==> src/design/rpcf_pkg.sv <==
package rpcf_pkg;

   // filter selector codes, values 5 to 7 pass the pixel through
   typedef enum logic [2:0] {
      MODE_DROP_RED   = 3'd0,
      MODE_DROP_GREEN = 3'd1,
      MODE_DROP_BLUE  = 3'd2,
      MODE_GRAY       = 3'd3,
      MODE_SEPIA      = 3'd4
   } mode_type;

   typedef enum logic [0:0] {
      CSR_FILTER_MODE = 1'b0,
      CSR_MAX_VALUE   = 1'b1
   } csr_index_type;

   localparam int MODE_BITS = 3;
   localparam int MAXV_BITS = 16;
   localparam int COEF_BITS = 16;
   localparam int FRAC_BITS = 16;
   localparam int PIX_BITS  = 16;

   localparam logic [MODE_BITS-1:0] MODE_RESET = MODE_GRAY;
   localparam logic [MAXV_BITS-1:0] MAXV_RESET = 16'd255;

   typedef logic [COEF_BITS-1:0] coef_type;

   // unsigned q0.16 weights, row per output channel
   localparam coef_type SEPIA_W [3][3] = '{
      '{16'd25756, 16'd50397, 16'd12386},
      '{16'd22872, 16'd44958, 16'd11010},
      '{16'd17826, 16'd34996, 16'd8585}
   };

   localparam coef_type GRAY_W [3] = '{16'd19661, 16'd38666, 16'd7209};

   typedef struct packed {
      logic [MODE_BITS-1:0] mode;
      logic [MAXV_BITS-1:0] max_value;
   } cfg_type;

endpackage

==> src/design/rpcf_csr.sv <==
module rpcf_csr (
   input  logic                  clock,
   input  logic                  reset,
   input  logic                  csr_valid,
   output logic                  csr_ready,
   input  logic [0:0]            csr_index,
   input  logic [15:0]           csr_data,
   output rpcf_pkg::cfg_type     cfg
);
   import rpcf_pkg::*;

   logic [MODE_BITS-1:0] mode_ff;
   logic [MAXV_BITS-1:0] maxv_ff;

   assign csr_ready = 1'b1;

   always_ff @(posedge clock) begin
      if (reset) begin
         mode_ff <= MODE_RESET;
         maxv_ff <= MAXV_RESET;
      end else if (csr_valid) begin
         case (csr_index)
            CSR_FILTER_MODE: mode_ff <= csr_data[MODE_BITS-1:0];
            CSR_MAX_VALUE:   maxv_ff <= csr_data[MAXV_BITS-1:0];
            default: ;
         endcase
      end
   end

   assign cfg.mode      = mode_ff;
   assign cfg.max_value = maxv_ff;

endmodule

==> src/design/rpcf_mul.sv <==
module rpcf_mul #(
   parameter int COLOR_BITS = 16
) (
   input  logic                               clock,
   input  logic                               reset,
   input  logic                               in_valid,
   output logic                               in_ready,
   input  logic [COLOR_BITS-1:0]              in_ch [3],
   input  logic                               in_last,
   input  logic [rpcf_pkg::MODE_BITS-1:0]     in_mode,
   output logic                               out_valid,
   input  logic                               out_ready,
   output logic [COLOR_BITS+15:0]             out_prod [3][3],
   output logic [COLOR_BITS-1:0]              out_ch [3],
   output logic [rpcf_pkg::MODE_BITS-1:0]     out_mode,
   output logic                               out_last
);
   import rpcf_pkg::*;

   localparam int PW = COLOR_BITS + COEF_BITS;

   // stage 1: input register
   logic                  v1_ff, v1_in;
   logic [COLOR_BITS-1:0] ch1_ff [3];
   logic [MODE_BITS-1:0]  mode1_ff;
   logic                  last1_ff;

   // stage 2: product register
   logic                  v2_ff, v2_in;
   logic [PW-1:0]         prod2_ff [3][3];
   logic [PW-1:0]         prod2_in [3][3];
   logic [COLOR_BITS-1:0] ch2_ff [3];
   logic [MODE_BITS-1:0]  mode2_ff;
   logic                  last2_ff;

   logic ready1, ready2;

   assign ready2   = !v2_ff || out_ready;
   assign ready1   = !v1_ff || ready2;
   assign in_ready = ready1;

   assign v1_in = ready1 ? in_valid : v1_ff;
   assign v2_in = ready2 ? v1_ff : v2_ff;

   // row 0 carries the grey weights in grey mode, the sepia rows otherwise
   always_comb begin
      for (int k = 0; k < 3; k++) begin
         for (int i = 0; i < 3; i++) begin
            if (mode1_ff == MODE_GRAY && k == 0)
               prod2_in[k][i] = PW'(ch1_ff[i]) * PW'(GRAY_W[i]);
            else
               prod2_in[k][i] = PW'(ch1_ff[i]) * PW'(SEPIA_W[k][i]);
         end
      end
   end

   always_ff @(posedge clock) begin
      if (reset) begin
         v1_ff <= 1'b0;
         v2_ff <= 1'b0;
      end else begin
         v1_ff <= v1_in;
         v2_ff <= v2_in;
      end
   end

   always_ff @(posedge clock) begin
      if (in_valid && ready1) begin
         ch1_ff   <= in_ch;
         mode1_ff <= in_mode;
         last1_ff <= in_last;
      end
      if (v1_ff && ready2) begin
         prod2_ff <= prod2_in;
         ch2_ff   <= ch1_ff;
         mode2_ff <= mode1_ff;
         last2_ff <= last1_ff;
      end
   end

   assign out_valid = v2_ff;
   assign out_prod  = prod2_ff;
   assign out_ch    = ch2_ff;
   assign out_mode  = mode2_ff;
   assign out_last  = last2_ff;

   a_stage1_hold: assert property (@(posedge clock) disable iff (reset)
      $past(!reset && v1_ff && !ready2) |-> v1_ff && $stable(last1_ff))
      else $error("stage 1 dropped a stalled pixel");

   a_stage2_fill: assert property (@(posedge clock) disable iff (reset)
      $past(!reset && v1_ff && ready2) |-> v2_ff)
      else $error("pixel leaving stage 1 did not reach stage 2");

endmodule

==> src/design/rpcf_mix.sv <==
module rpcf_mix #(
   parameter int COLOR_BITS = 16
) (
   input  logic                               clock,
   input  logic                               reset,
   input  logic                               in_valid,
   output logic                               in_ready,
   input  logic [COLOR_BITS+15:0]             in_prod [3][3],
   input  logic [COLOR_BITS-1:0]              in_ch [3],
   input  logic [rpcf_pkg::MODE_BITS-1:0]     in_mode,
   input  logic                               in_last,
   input  logic [rpcf_pkg::MAXV_BITS-1:0]     max_value,
   output logic                               out_valid,
   input  logic                               out_ready,
   output logic [rpcf_pkg::PIX_BITS-1:0]      out_pix [3],
   output logic                               out_clipped,
   output logic                               out_last
);
   import rpcf_pkg::*;

   localparam int PW = COLOR_BITS + COEF_BITS;
   localparam int SW = PW + 2;
   localparam int VW = COLOR_BITS + 2;

   // stage 3: channel sums
   logic                  v3_ff, v3_in;
   logic [VW-1:0]         val3_ff [3];
   logic [VW-1:0]         val3_in [3];
   logic [COLOR_BITS-1:0] ch3_ff [3];
   logic [MODE_BITS-1:0]  mode3_ff;
   logic                  last3_ff;

   // stage 4: saturation and output register
   logic                  v4_ff, v4_in;
   logic [PIX_BITS-1:0]   pix4_ff [3];
   logic [PIX_BITS-1:0]   pix4_in [3];
   logic                  clip4_ff, clip4_in;
   logic                  last4_ff;

   logic          ready3, ready4;
   logic [SW-1:0] sep_sum [3];
   logic [VW-1:0] gray_sum;
   logic [31:0]   wide;
   logic [31:0]   maxw;

   assign ready4   = !v4_ff || out_ready;
   assign ready3   = !v3_ff || ready4;
   assign in_ready = ready3;

   assign v3_in = ready3 ? in_valid : v3_ff;
   assign v4_in = ready4 ? v3_ff : v4_ff;

   // grey terms are truncated one by one, sepia rows once after the sum
   always_comb begin
      gray_sum = VW'(in_prod[0][0][PW-1:FRAC_BITS])
               + VW'(in_prod[0][1][PW-1:FRAC_BITS])
               + VW'(in_prod[0][2][PW-1:FRAC_BITS]);
      for (int k = 0; k < 3; k++) begin
         sep_sum[k] = SW'(in_prod[k][0]) + SW'(in_prod[k][1]) + SW'(in_prod[k][2]);
         if (in_mode == MODE_GRAY)
            val3_in[k] = gray_sum;
         else
            val3_in[k] = sep_sum[k][SW-1:FRAC_BITS];
      end
   end

   always_comb begin
      maxw     = 32'(max_value);
      clip4_in = 1'b0;
      wide     = '0;
      for (int k = 0; k < 3; k++)
         pix4_in[k] = PIX_BITS'(32'(ch3_ff[k]));
      case (mode3_ff)
         MODE_DROP_RED:   pix4_in[0] = '0;
         MODE_DROP_GREEN: pix4_in[1] = '0;
         MODE_DROP_BLUE:  pix4_in[2] = '0;
         MODE_GRAY: begin
            for (int k = 0; k < 3; k++) begin
               wide       = 32'(val3_ff[k]);
               pix4_in[k] = wide[PIX_BITS-1:0];
            end
         end
         MODE_SEPIA: begin
            for (int k = 0; k < 3; k++) begin
               wide = 32'(val3_ff[k]);
               if (wide > maxw) begin
                  wide     = maxw;
                  clip4_in = 1'b1;
               end
               pix4_in[k] = wide[PIX_BITS-1:0];
            end
         end
         default: ;
      endcase
   end

   always_ff @(posedge clock) begin
      if (reset) begin
         v3_ff <= 1'b0;
         v4_ff <= 1'b0;
      end else begin
         v3_ff <= v3_in;
         v4_ff <= v4_in;
      end
   end

   always_ff @(posedge clock) begin
      if (in_valid && ready3) begin
         val3_ff  <= val3_in;
         ch3_ff   <= in_ch;
         mode3_ff <= in_mode;
         last3_ff <= in_last;
      end
      if (v3_ff && ready4) begin
         pix4_ff  <= pix4_in;
         clip4_ff <= clip4_in;
         last4_ff <= last3_ff;
      end
   end

   assign out_valid   = v4_ff;
   assign out_pix     = pix4_ff;
   assign out_clipped = clip4_ff;
   assign out_last    = last4_ff;

   a_stage3_hold: assert property (@(posedge clock) disable iff (reset)
      $past(!reset && v3_ff && !ready4) |->
         v3_ff && $stable(val3_ff[0]) && $stable(val3_ff[1]) && $stable(val3_ff[2]))
      else $error("stage 3 changed while stalled");

   a_gray_equal: assert property (@(posedge clock) disable iff (reset)
      v3_ff && mode3_ff == MODE_GRAY |->
         val3_ff[1] == val3_ff[0] && val3_ff[2] == val3_ff[0])
      else $error("grey sums differ between channels");

endmodule

==> src/design/rgb_pixel_color_filter_core.sv <==
// Pixel colour filter: one rgb pixel in, one filtered pixel out, one pixel per clock
// sustained unless rsp back-pressure stalls it. The mode register picks drop red, drop
// green, drop blue, grayscale or sepia (codes 5 to 7 pass the pixel through); sepia
// saturates at max_value and sets the clip flag in rsp_tuser. Each pixel passes
// through the four register stages: input, weight products, channel sums, saturation
// and output. Back-pressure stalls the stages without losing data, and bubbles are
// squeezed out. Only the low COLOR_BITS bits of each input channel are used.
// Configuration writes are accepted every cycle and should be made while no pixel
// is in flight.
module rgb_pixel_color_filter_core #(
   parameter int COLOR_BITS = 16
) (
   input  logic        clock,
   input  logic        reset,
   input  logic        req_tvalid,
   output logic        req_tready,
   input  logic [47:0] req_tdata,   // red_in, green_in, blue_in
   input  logic        req_tlast,
   output logic        rsp_tvalid,
   input  logic        rsp_tready,
   output logic [47:0] rsp_tdata,   // red_out, green_out, blue_out
   output logic [0:0]  rsp_tuser,   // clipped
   output logic        rsp_tlast,
   input  logic        csr_valid,
   output logic        csr_ready,
   input  logic [0:0]  csr_index,
   input  logic [15:0] csr_data
);
   import rpcf_pkg::*;

   cfg_type               cfg;
   logic [COLOR_BITS-1:0] in_ch [3];
   logic                  mid_valid, mid_ready;
   logic [COLOR_BITS+15:0] mid_prod [3][3];
   logic [COLOR_BITS-1:0] mid_ch [3];
   logic [MODE_BITS-1:0]  mid_mode;
   logic                  mid_last;
   logic [PIX_BITS-1:0]   out_pix [3];

   assign in_ch[0] = req_tdata[COLOR_BITS-1:0];
   assign in_ch[1] = req_tdata[PIX_BITS+COLOR_BITS-1:PIX_BITS];
   assign in_ch[2] = req_tdata[2*PIX_BITS+COLOR_BITS-1:2*PIX_BITS];

   rpcf_csr u_csr (
      .clock     (clock),
      .reset     (reset),
      .csr_valid (csr_valid),
      .csr_ready (csr_ready),
      .csr_index (csr_index),
      .csr_data  (csr_data),
      .cfg       (cfg)
   );

   rpcf_mul #(.COLOR_BITS(COLOR_BITS)) u_mul (
      .clock     (clock),
      .reset     (reset),
      .in_valid  (req_tvalid),
      .in_ready  (req_tready),
      .in_ch     (in_ch),
      .in_last   (req_tlast),
      .in_mode   (cfg.mode),
      .out_valid (mid_valid),
      .out_ready (mid_ready),
      .out_prod  (mid_prod),
      .out_ch    (mid_ch),
      .out_mode  (mid_mode),
      .out_last  (mid_last)
   );

   rpcf_mix #(.COLOR_BITS(COLOR_BITS)) u_mix (
      .clock       (clock),
      .reset       (reset),
      .in_valid    (mid_valid),
      .in_ready    (mid_ready),
      .in_prod     (mid_prod),
      .in_ch       (mid_ch),
      .in_mode     (mid_mode),
      .in_last     (mid_last),
      .max_value   (cfg.max_value),
      .out_valid   (rsp_tvalid),
      .out_ready   (rsp_tready),
      .out_pix     (out_pix),
      .out_clipped (rsp_tuser[0]),
      .out_last    (rsp_tlast)
   );

   assign rsp_tdata = {out_pix[2], out_pix[1], out_pix[0]};

endmodule
==> config.mk <==
export PLATFORM = sky130hd
export DESIGN_NAME = rgb_pixel_color_filter_core
export DESIGN_NICKNAME = d
export VERILOG_FILES = /design/src/design/rpcf_pkg.sv /design/src/design/rpcf_csr.sv /design/src/design/rpcf_mul.sv /design/src/design/rpcf_mix.sv /design/src/design/rgb_pixel_color_filter_core.sv
export SDC_FILE = /design/constraint.sdc
export NUM_CORES = 2
export LEC_CHECK = 0
export ABC_AREA = 1
export BUFFER_PORTS_ARGS = -buffer_cell sky130_fd_sc_hd__clkbuf_2
export CORE_AREA = 2 2 361 541
export CTS_CLUSTER_SIZE = 30
export DETAILED_ROUTE_END_ITERATION = 8
export DIE_AREA = 0 0 363 543
export PLACE_DENSITY = 0.56
export SYNTH_ARGS = -nofsm -noshare
export SYNTH_HDL_FRONTEND = slang
export SYNTH_HIERARCHICAL = 1
export SYNTH_SLANG_ARGS = --single-unit
==> constraint.sdc <==
create_clock -name clock -period 18.7 [get_ports clock]
set_input_delay 0.935 -clock clock [delete_from_list [all_inputs] [get_ports clock]]
set_output_delay 0.935 -clock clock [all_outputs]
set_load 0.005 [all_outputs]
Yosys cells after proc, flatten, opt, wreduce, memory -nomap -nowiden
Cells that the tools add are included.

Word-level logic and storage cells: 102. Flip-flop bits (word level): 557.

Magnitude comparators: 3. Bitwise logic cells: 1. Multiplexer cells: 15. Equality and inequality tests: 6. Multiply operators: 12. Reduce and logical (&&, ||, !) cells: 15. Add/sub/neg operators: 8.

Operators with widths (count): $pmux 16 s3 (3); $mul 16x13->29 const B (4); $mul 16x15->31 const B (3); $mul 16x14->30 const B (3); $add 34x30->34 (2); $add 31x32->33 (2); $gt 18x16->1 (3); $mux 18 (3); $mux 16 (3); $add 34x32->34 (1); $add 32x32->33 (1); $mul 16x16->32 const B (1); $mux 32 (1); $mux 31 (1); $mux 29 (1); $mul 16x12->28 const B (1); $add 18x16->18 (1); $add 16x16->17 (1); $eq 3x2->1 const B (4); $logic_and 1x1->1 (4); $logic_not 1->1 (4); $logic_or 1x1->1 (4); $reduce_and 2->1 (2); $eq 3x1->1 const B (1); other kinds (4) (6).

Depth between registers and ports, before layout
Depth after elaboration: 6. Mapped depth: 26. Gate-level depth less buffers: 25.

Cells and area by module
Netlist, hierarchy kept.

Modules (own cells, without submodules): rpcf_mul (area an instance 58586.2 µm², seq. area each 10760.3 µm², instances 1, cells each 6864); rpcf_mix (area an instance 17249.0 µm², seq. area each 4724.5 µm², instances 1, cells each 2450); rpcf_csr (area an instance 705.7 µm², seq. area each 380.4 µm², instances 1, cells each 88).

Worst setup path after synthesis
Ideal clock, no wire load.

Kind: input to register. From: input port rsp_tready. To: register u_mul.ch2_ff, in the netlist u_mul/out_ch[0], enable pin. Path buffers: 0. Required time: 17.628 ns. Stages on the path: 4. Arrival time: 15.776 ns. Setup time: 1.072 ns. Path slack: 1.852 ns. Cells stage by stage: inv_1 > nand3_1 > inv_1 > a21oi_1.

Word-level cells in the longest chain between the ends: 4.

Ends and longest elaborated chain: from (decl) (RTL line rgb_pixel_color_filter_core.sv:20) `input logic rsp_tready,`; $logic_or 1x1->1 (RTL line rpcf_mix.sv:46) `assign ready4 = !v4_ff || out_ready;`; $logic_or 1x1->1 (RTL line rpcf_mix.sv:47) `assign ready3 = !v3_ff || ready4;`; net mid_ready (RTL line rgb_pixel_color_filter_core.sv:33) `logic mid_valid, mid_ready;`; $logic_or 1x1->1 (RTL line rpcf_mul.sv:38) `assign ready2 = !v2_ff || out_ready;`; $logic_and 1x1->1 (RTL line rpcf_mul.sv:73) `if (v1_ff && ready2) begin`; to (signal assigned) (RTL line rpcf_mul.sv:75) `ch2_ff <= ch1_ff;`; to (decl) (RTL line rpcf_mul.sv:32) `logic [COLOR_BITS-1:0] ch2_ff [3];`.

The timed path passes the listed nets, and every way through them passes these cells. A chain may end at the register's enable or synchronous reset.

==> metrics.txt <==
# TYPE chip_impl_metric gauge
chip_impl_info{name="status",value="finished, final reports clean"} 1
chip_impl_metric{name="port-buffer-count",unit=""} 122
chip_impl_metric{name="dpl.hpwl",unit="microns"} 254000
chip_impl_info{name="synth_top_family_by_area",value="adder cells"} 1
chip_impl_metric{name="synthAdderAreaFrac",unit=""} 0.401
chip_impl_metric{name="worstMarginPinSlew",unit="ns"} 1.40
chip_impl_metric{name="ys_types",unit=""} 56
chip_impl_metric{name="cts_resized",unit=""} 0
chip_impl_metric{name="yosys_warnings",unit=""} 6
chip_impl_metric{name="postCtsHoldBufs",unit=""} 0
chip_impl_info{name="final_cell_mix",value="2192 x sky130_fd_sc_hd__nand2_1, 1975 x sky130_fd_sc_hd__inv_1, 1319 x sky130_fd_sc_hd__ha_1"} 1
chip_impl_metric{name="h-tree-depth",unit=""} 3
chip_impl_metric{name="cts-root-to-sink-buffers",unit=""} 3
chip_impl_metric{name="post_cts.repair.setup_buffers",unit=""} 0
chip_impl_metric{name="grt_util_all_layers",unit=""} 0.298
chip_impl_metric{name="critical_path_buf_inv_count",unit=""} 3
chip_impl_metric{name="cts_buffers",unit=""} 66
chip_impl_metric{name="final_hold_viol_count",unit=""} 0
chip_impl_info{name="synthDominantAreaCellType",value="sky130_fd_sc_hd__ha_1"} 1
chip_impl_info{name="startpoint_type",value="flip-flop"} 1
chip_impl_metric{name="slew_headroom",unit=""} 0.0563
chip_impl_metric{name="area.growth.synth_to_final",unit="%"} 7.73
chip_impl_metric{name="seq_area_frac_synth",unit=""} 0.207
chip_impl_metric{name="layout.area.seq",unit="sq um"} 15900
chip_impl_metric{name="die_y",unit="microns"} 543
chip_impl_info{name="tritoncts",value="built"} 1
chip_impl_metric{name="insertion_delay",unit="ns"} 0.65
chip_impl_info{name="grt_setup_unrepaired",value="false"} 1
chip_impl_metric{name="synth-compound-area-share",unit=""} 0.0623
chip_impl_metric{name="drt-wirelength-per-cell",unit="microns"} 24.2
chip_impl_metric{name="detailedRoute.firstPassIterationCount",unit=""} 9
chip_impl_metric{name="synth_edf_count",unit=""} 513
chip_impl_metric{name="ys_ff_latch",unit=""} 536
chip_impl_metric{name="die_w",unit="microns"} 363
chip_impl_metric{name="cp_data_required_time",unit="ns"} 19.08
chip_impl_metric{name="crit_path_max_fanout",unit=""} 12
chip_impl_metric{name="slowest_delay",unit="ns"} 0.91
chip_impl_metric{name="drt_iter0_drc",unit=""} 3922
chip_impl_metric{name="multi_input_comb_area",unit="sq um"} 52700
chip_impl_metric{name="post_route_cells_drive_above_1_share",unit=""} 0.0468
chip_impl_metric{name="finalMaxSlewViolations",unit=""} 0
chip_impl_metric{name="remaining_drc_errors",unit=""} 0
chip_impl_metric{name="report.final.setup_viol",unit=""} 0
chip_impl_info{name="cts-root-buf",value="sky130_fd_sc_hd__clkbuf_16"} 1
chip_impl_metric{name="fin_crit_sh",unit=""} 0.330
chip_impl_metric{name="fillCellCount",unit=""} 19435
chip_impl_metric{name="synth.area.mux_share",unit=""} 0
chip_impl_metric{name="routed-via-count",unit=""} 63412
chip_impl_info{name="endpoint_kind",value="flip-flop"} 1
chip_impl_metric{name="worst_setup_hold_path_clk_slew",unit="ns"} 0.06
chip_impl_metric{name="placement_rows",unit=""} 197
chip_impl_metric{name="fp.coreArea",unit="sq um"} 192000
chip_impl_metric{name="detail-route-antenna-nets",unit=""} 0
chip_impl_metric{name="finalWeightedCongestion",unit=""} 1.01
chip_impl_metric{name="clock_sink_count",unit=""} 536
chip_impl_metric{name="overflow",unit=""} 0
chip_impl_metric{name="antenna_found_initial",unit=""} 14
chip_impl_metric{name="grt_pass1_wl",unit="microns"} 426000
chip_impl_metric{name="num-nets-final",unit=""} 11676
chip_impl_info{name="critical_path.cell_chain",value="ha_1 > fa_1 > fa_1 > fa_1 > fa_1 > inv_1 > fa_1 > inv_1 > ha_1 > nand2_1 > inv_1 > nand2_1 > nor3_1 > nand4_1 > nand3_1 > nand2_1 > nand3_1 > nand2_1"} 1
chip_impl_metric{name="synth_cells",unit=""} 9402
chip_impl_metric{name="async_reset_ff_frac",unit=""} 0
chip_impl_metric{name="cap_violations",unit=""} 0
chip_impl_info{name="worst_path_max_delay_cell",value="sky130_fd_sc_hd__edfxtp_1"} 1
chip_impl_metric{name="vias_per_cell",unit=""} 5.23
chip_impl_metric{name="initial_core_utilization",unit=""} 0.399
chip_impl_metric{name="syn_area_per_cell",unit="sq um"} 8.14
chip_impl_metric{name="timing.fmax",unit="MHz"} 162
chip_impl_info{name="setup.worst_path.class",value="flip-flop to flip-flop"} 1
chip_impl_metric{name="synth.cell_area",unit="sq um"} 76500
chip_impl_metric{name="first_global_vias",unit=""} 65346
chip_impl_info{name="min-delay-path-class",value="flip-flop to flip-flop"} 1
chip_impl_info{name="layout.cells.most_common",value="sky130_fd_sc_hd__nand2_1"} 1
chip_impl_metric{name="synth-simple-area-share",unit=""} 0.205
chip_impl_metric{name="top_level_ports",unit=""} 124
chip_impl_metric{name="routed_wirelength",unit="microns"} 294000
chip_impl_metric{name="data_arrival_time_of_the_critical_path",unit="ns"} 6.55
chip_impl_metric{name="finClkSkew",unit="ns"} 0.0291
chip_impl_metric{name="synth.top_cell.area_share",unit=""} 0.216
chip_impl_info{name="ys.flop_type",value="sky130_fd_sc_hd__edfxtp_1"} 1
chip_impl_metric{name="pin_count_of_the_biggest_net_entering_global_routing",unit=""} 128
chip_impl_info{name="cpLargestDelayFamily",value="adder cells"} 1
chip_impl_metric{name="die_area",unit="sq um"} 197000
chip_impl_metric{name="post_synth_xor_area_fraction",unit=""} 0.0189
chip_impl_metric{name="layout_min_cycle_time",unit="ns"} 6.17
chip_impl_info{name="yosys-top-cells-area",value="sky130_fd_sc_hd__ha_1 22%, sky130_fd_sc_hd__edfxtp_1 20%, sky130_fd_sc_hd__fa_1 19%, sky130_fd_sc_hd__nand2_1 11%, sky130_fd_sc_hd__inv_1 9.7%"} 1
chip_impl_info{name="cell_seen_most_often_among_critical_path_stages",value="sky130_fd_sc_hd__fa_1"} 1
chip_impl_metric{name="setup_tns",unit="ns"} 0
==> worst paths after layout <==
path | start | to | slack (ns) | depth (start not counted)
hold reg to reg | u_mul/out_ch[22] | u_mix/ch3_ff[22] | 0.42 | 0
setup reg to reg | u_mul/ch1_ff[42] | u_mul/out_prod[280] | 12.53 | 18
setup / recovery | u_mul/ch1_ff[42] | u_mul/out_prod[280] | 12.53 | 18
hold / removal | u_mul/out_ch[22] | u_mix/ch3_ff[22] | 0.42 | 0
==> area by class of cell <==
| cell class | count | share of cell area |
|---|---|---|
| Clock inverter | 45 | 0.00605 |
| Antenna cell | 6 | 0.000182 |
| Multi-Input combinational cell | 6793 | 0.639 |
| Inverter | 2000 | 0.0911 |
| Sequential cell | 536 | 0.192 |
| Tap cell | 2487 | 0.0377 |
| Clock buffer | 72 | 0.0203 |
| Timing Repair Buffer | 181 | 0.0129 |
==> sequential cells by signal, indices dropped and copies added (netlist names), 3 cells and up <==
| signal | cells |
|---|---|
| u_csr/maxv_ff | 16 |
| u_csr/mode_ff | 3 |
| u_mix/ch3_ff | 48 |
| u_mix/mode3_ff | 3 |
| u_mix/out_pix | 48 |
| u_mix/val3_ff | 54 |
| u_mul/ch1_ff | 48 |
| u_mul/mode1_ff | 3 |
| u_mul/out_ch | 48 |
| u_mul/out_mode | 3 |
| u_mul/out_prod | 253 |
==> cell usage after synthesis, types with 6 or more instances <==
cell                       instances
sky130_fd_sc_hd__o21ai_0         221
sky130_fd_sc_hd__nor4_1           12
sky130_fd_sc_hd__nor3_2           17
sky130_fd_sc_hd__o21ai_1          31
sky130_fd_sc_hd__or2_2             6
sky130_fd_sc_hd__a21o_1           32
sky130_fd_sc_hd__fa_1            708
sky130_fd_sc_hd__nand2_2          31
sky130_fd_sc_hd__nand3_1         598
sky130_fd_sc_hd__inv_2            19
sky130_fd_sc_hd__nand3b_1         40
sky130_fd_sc_hd__ha_1           1319
sky130_fd_sc_hd__o21ai_2          10
sky130_fd_sc_hd__clkbuf_1         21
sky130_fd_sc_hd__a21oi_2           7
sky130_fd_sc_hd__inv_1          1978
sky130_fd_sc_hd__xor2_1          124
sky130_fd_sc_hd__nand4_1          87
sky130_fd_sc_hd__edfxtp_1        513
sky130_fd_sc_hd__buf_2            22
sky130_fd_sc_hd__a21oi_1         469
sky130_fd_sc_hd__nand2_4           9
sky130_fd_sc_hd__nand3_2           9
sky130_fd_sc_hd__nor2_1          567
sky130_fd_sc_hd__o21bai_1         52
sky130_fd_sc_hd__xnor2_1          41
sky130_fd_sc_hd__nor3_1           71
sky130_fd_sc_hd__nand2_1        2192
sky130_fd_sc_hd__buf_4            39
sky130_fd_sc_hd__nor2_2           38
sky130_fd_sc_hd__and2_1           13
sky130_fd_sc_hd__a21boi_0         14
sky130_fd_sc_hd__o21a_1           12
sky130_fd_sc_hd__dfxtp_1          23
==> stage by stage <==
step | instance area, sq um | hold WS (ns) | utilization | cells | worst slack [ns]
floorplan | 76600 | 0.400 | - | 9418 | 1.85
global placement | 80300 | 0.401 | 0.418 | 11997 | 12.52
detailed placement | 80300 | 0.405 | 0.418 | 11997 | 12.58
CTS | 82400 | 0.394 | 0.429 | 12114 | 12.53
global route | 82500 | 0.420 | 0.429 | 12116 | 12.27
finish | 82500 | 0.416 | 0.429 | 12120 | 12.53
==> logic make-up after synthesis <==
group	Yosys count
AND/OR/NAND/NOR	3713
adder cells (fa/ha/maj)	2027
XOR/XNOR	165
buffers and inverters	2089
other	2
flip-flops	536
AO/OA/AOI/OAI	870
==> worst reg2reg max path: stages (launching register included) <==
cell and delay, ns:
sky130_fd_sc_hd__edfxtp_1 0.91, sky130_fd_sc_hd__ha_1 0.47, sky130_fd_sc_hd__fa_1 0.55, sky130_fd_sc_hd__fa_1 0.46, sky130_fd_sc_hd__fa_1 0.58, sky130_fd_sc_hd__fa_1 0.57, sky130_fd_sc_hd__inv_1 0.06, sky130_fd_sc_hd__fa_1 0.53
sky130_fd_sc_hd__inv_1 0.04, sky130_fd_sc_hd__ha_1 0.38, sky130_fd_sc_hd__nand2_1 0.11, sky130_fd_sc_hd__inv_1 0.10, sky130_fd_sc_hd__nand2_1 0.09, sky130_fd_sc_hd__nor3_1 0.41, sky130_fd_sc_hd__nand4_1 0.29, sky130_fd_sc_hd__nand3_1 0.14
sky130_fd_sc_hd__nand2_1 0.06, sky130_fd_sc_hd__nand3_1 0.08, sky130_fd_sc_hd__nand2_1 0.10
==> per-layer routing <==
layer	vias up	routed length, microns	GRT usage
met1	30616	108000	0.322
li1	30400	-	-
met3	626	11300	0.0291
met4	4	26300	0.221
met5	-	26	0
met2	1766	148000	0.538
Power is left out: the tool's default activity adds up to more than one toggle a clock period on the data nets, which glitch-free logic cannot reach.
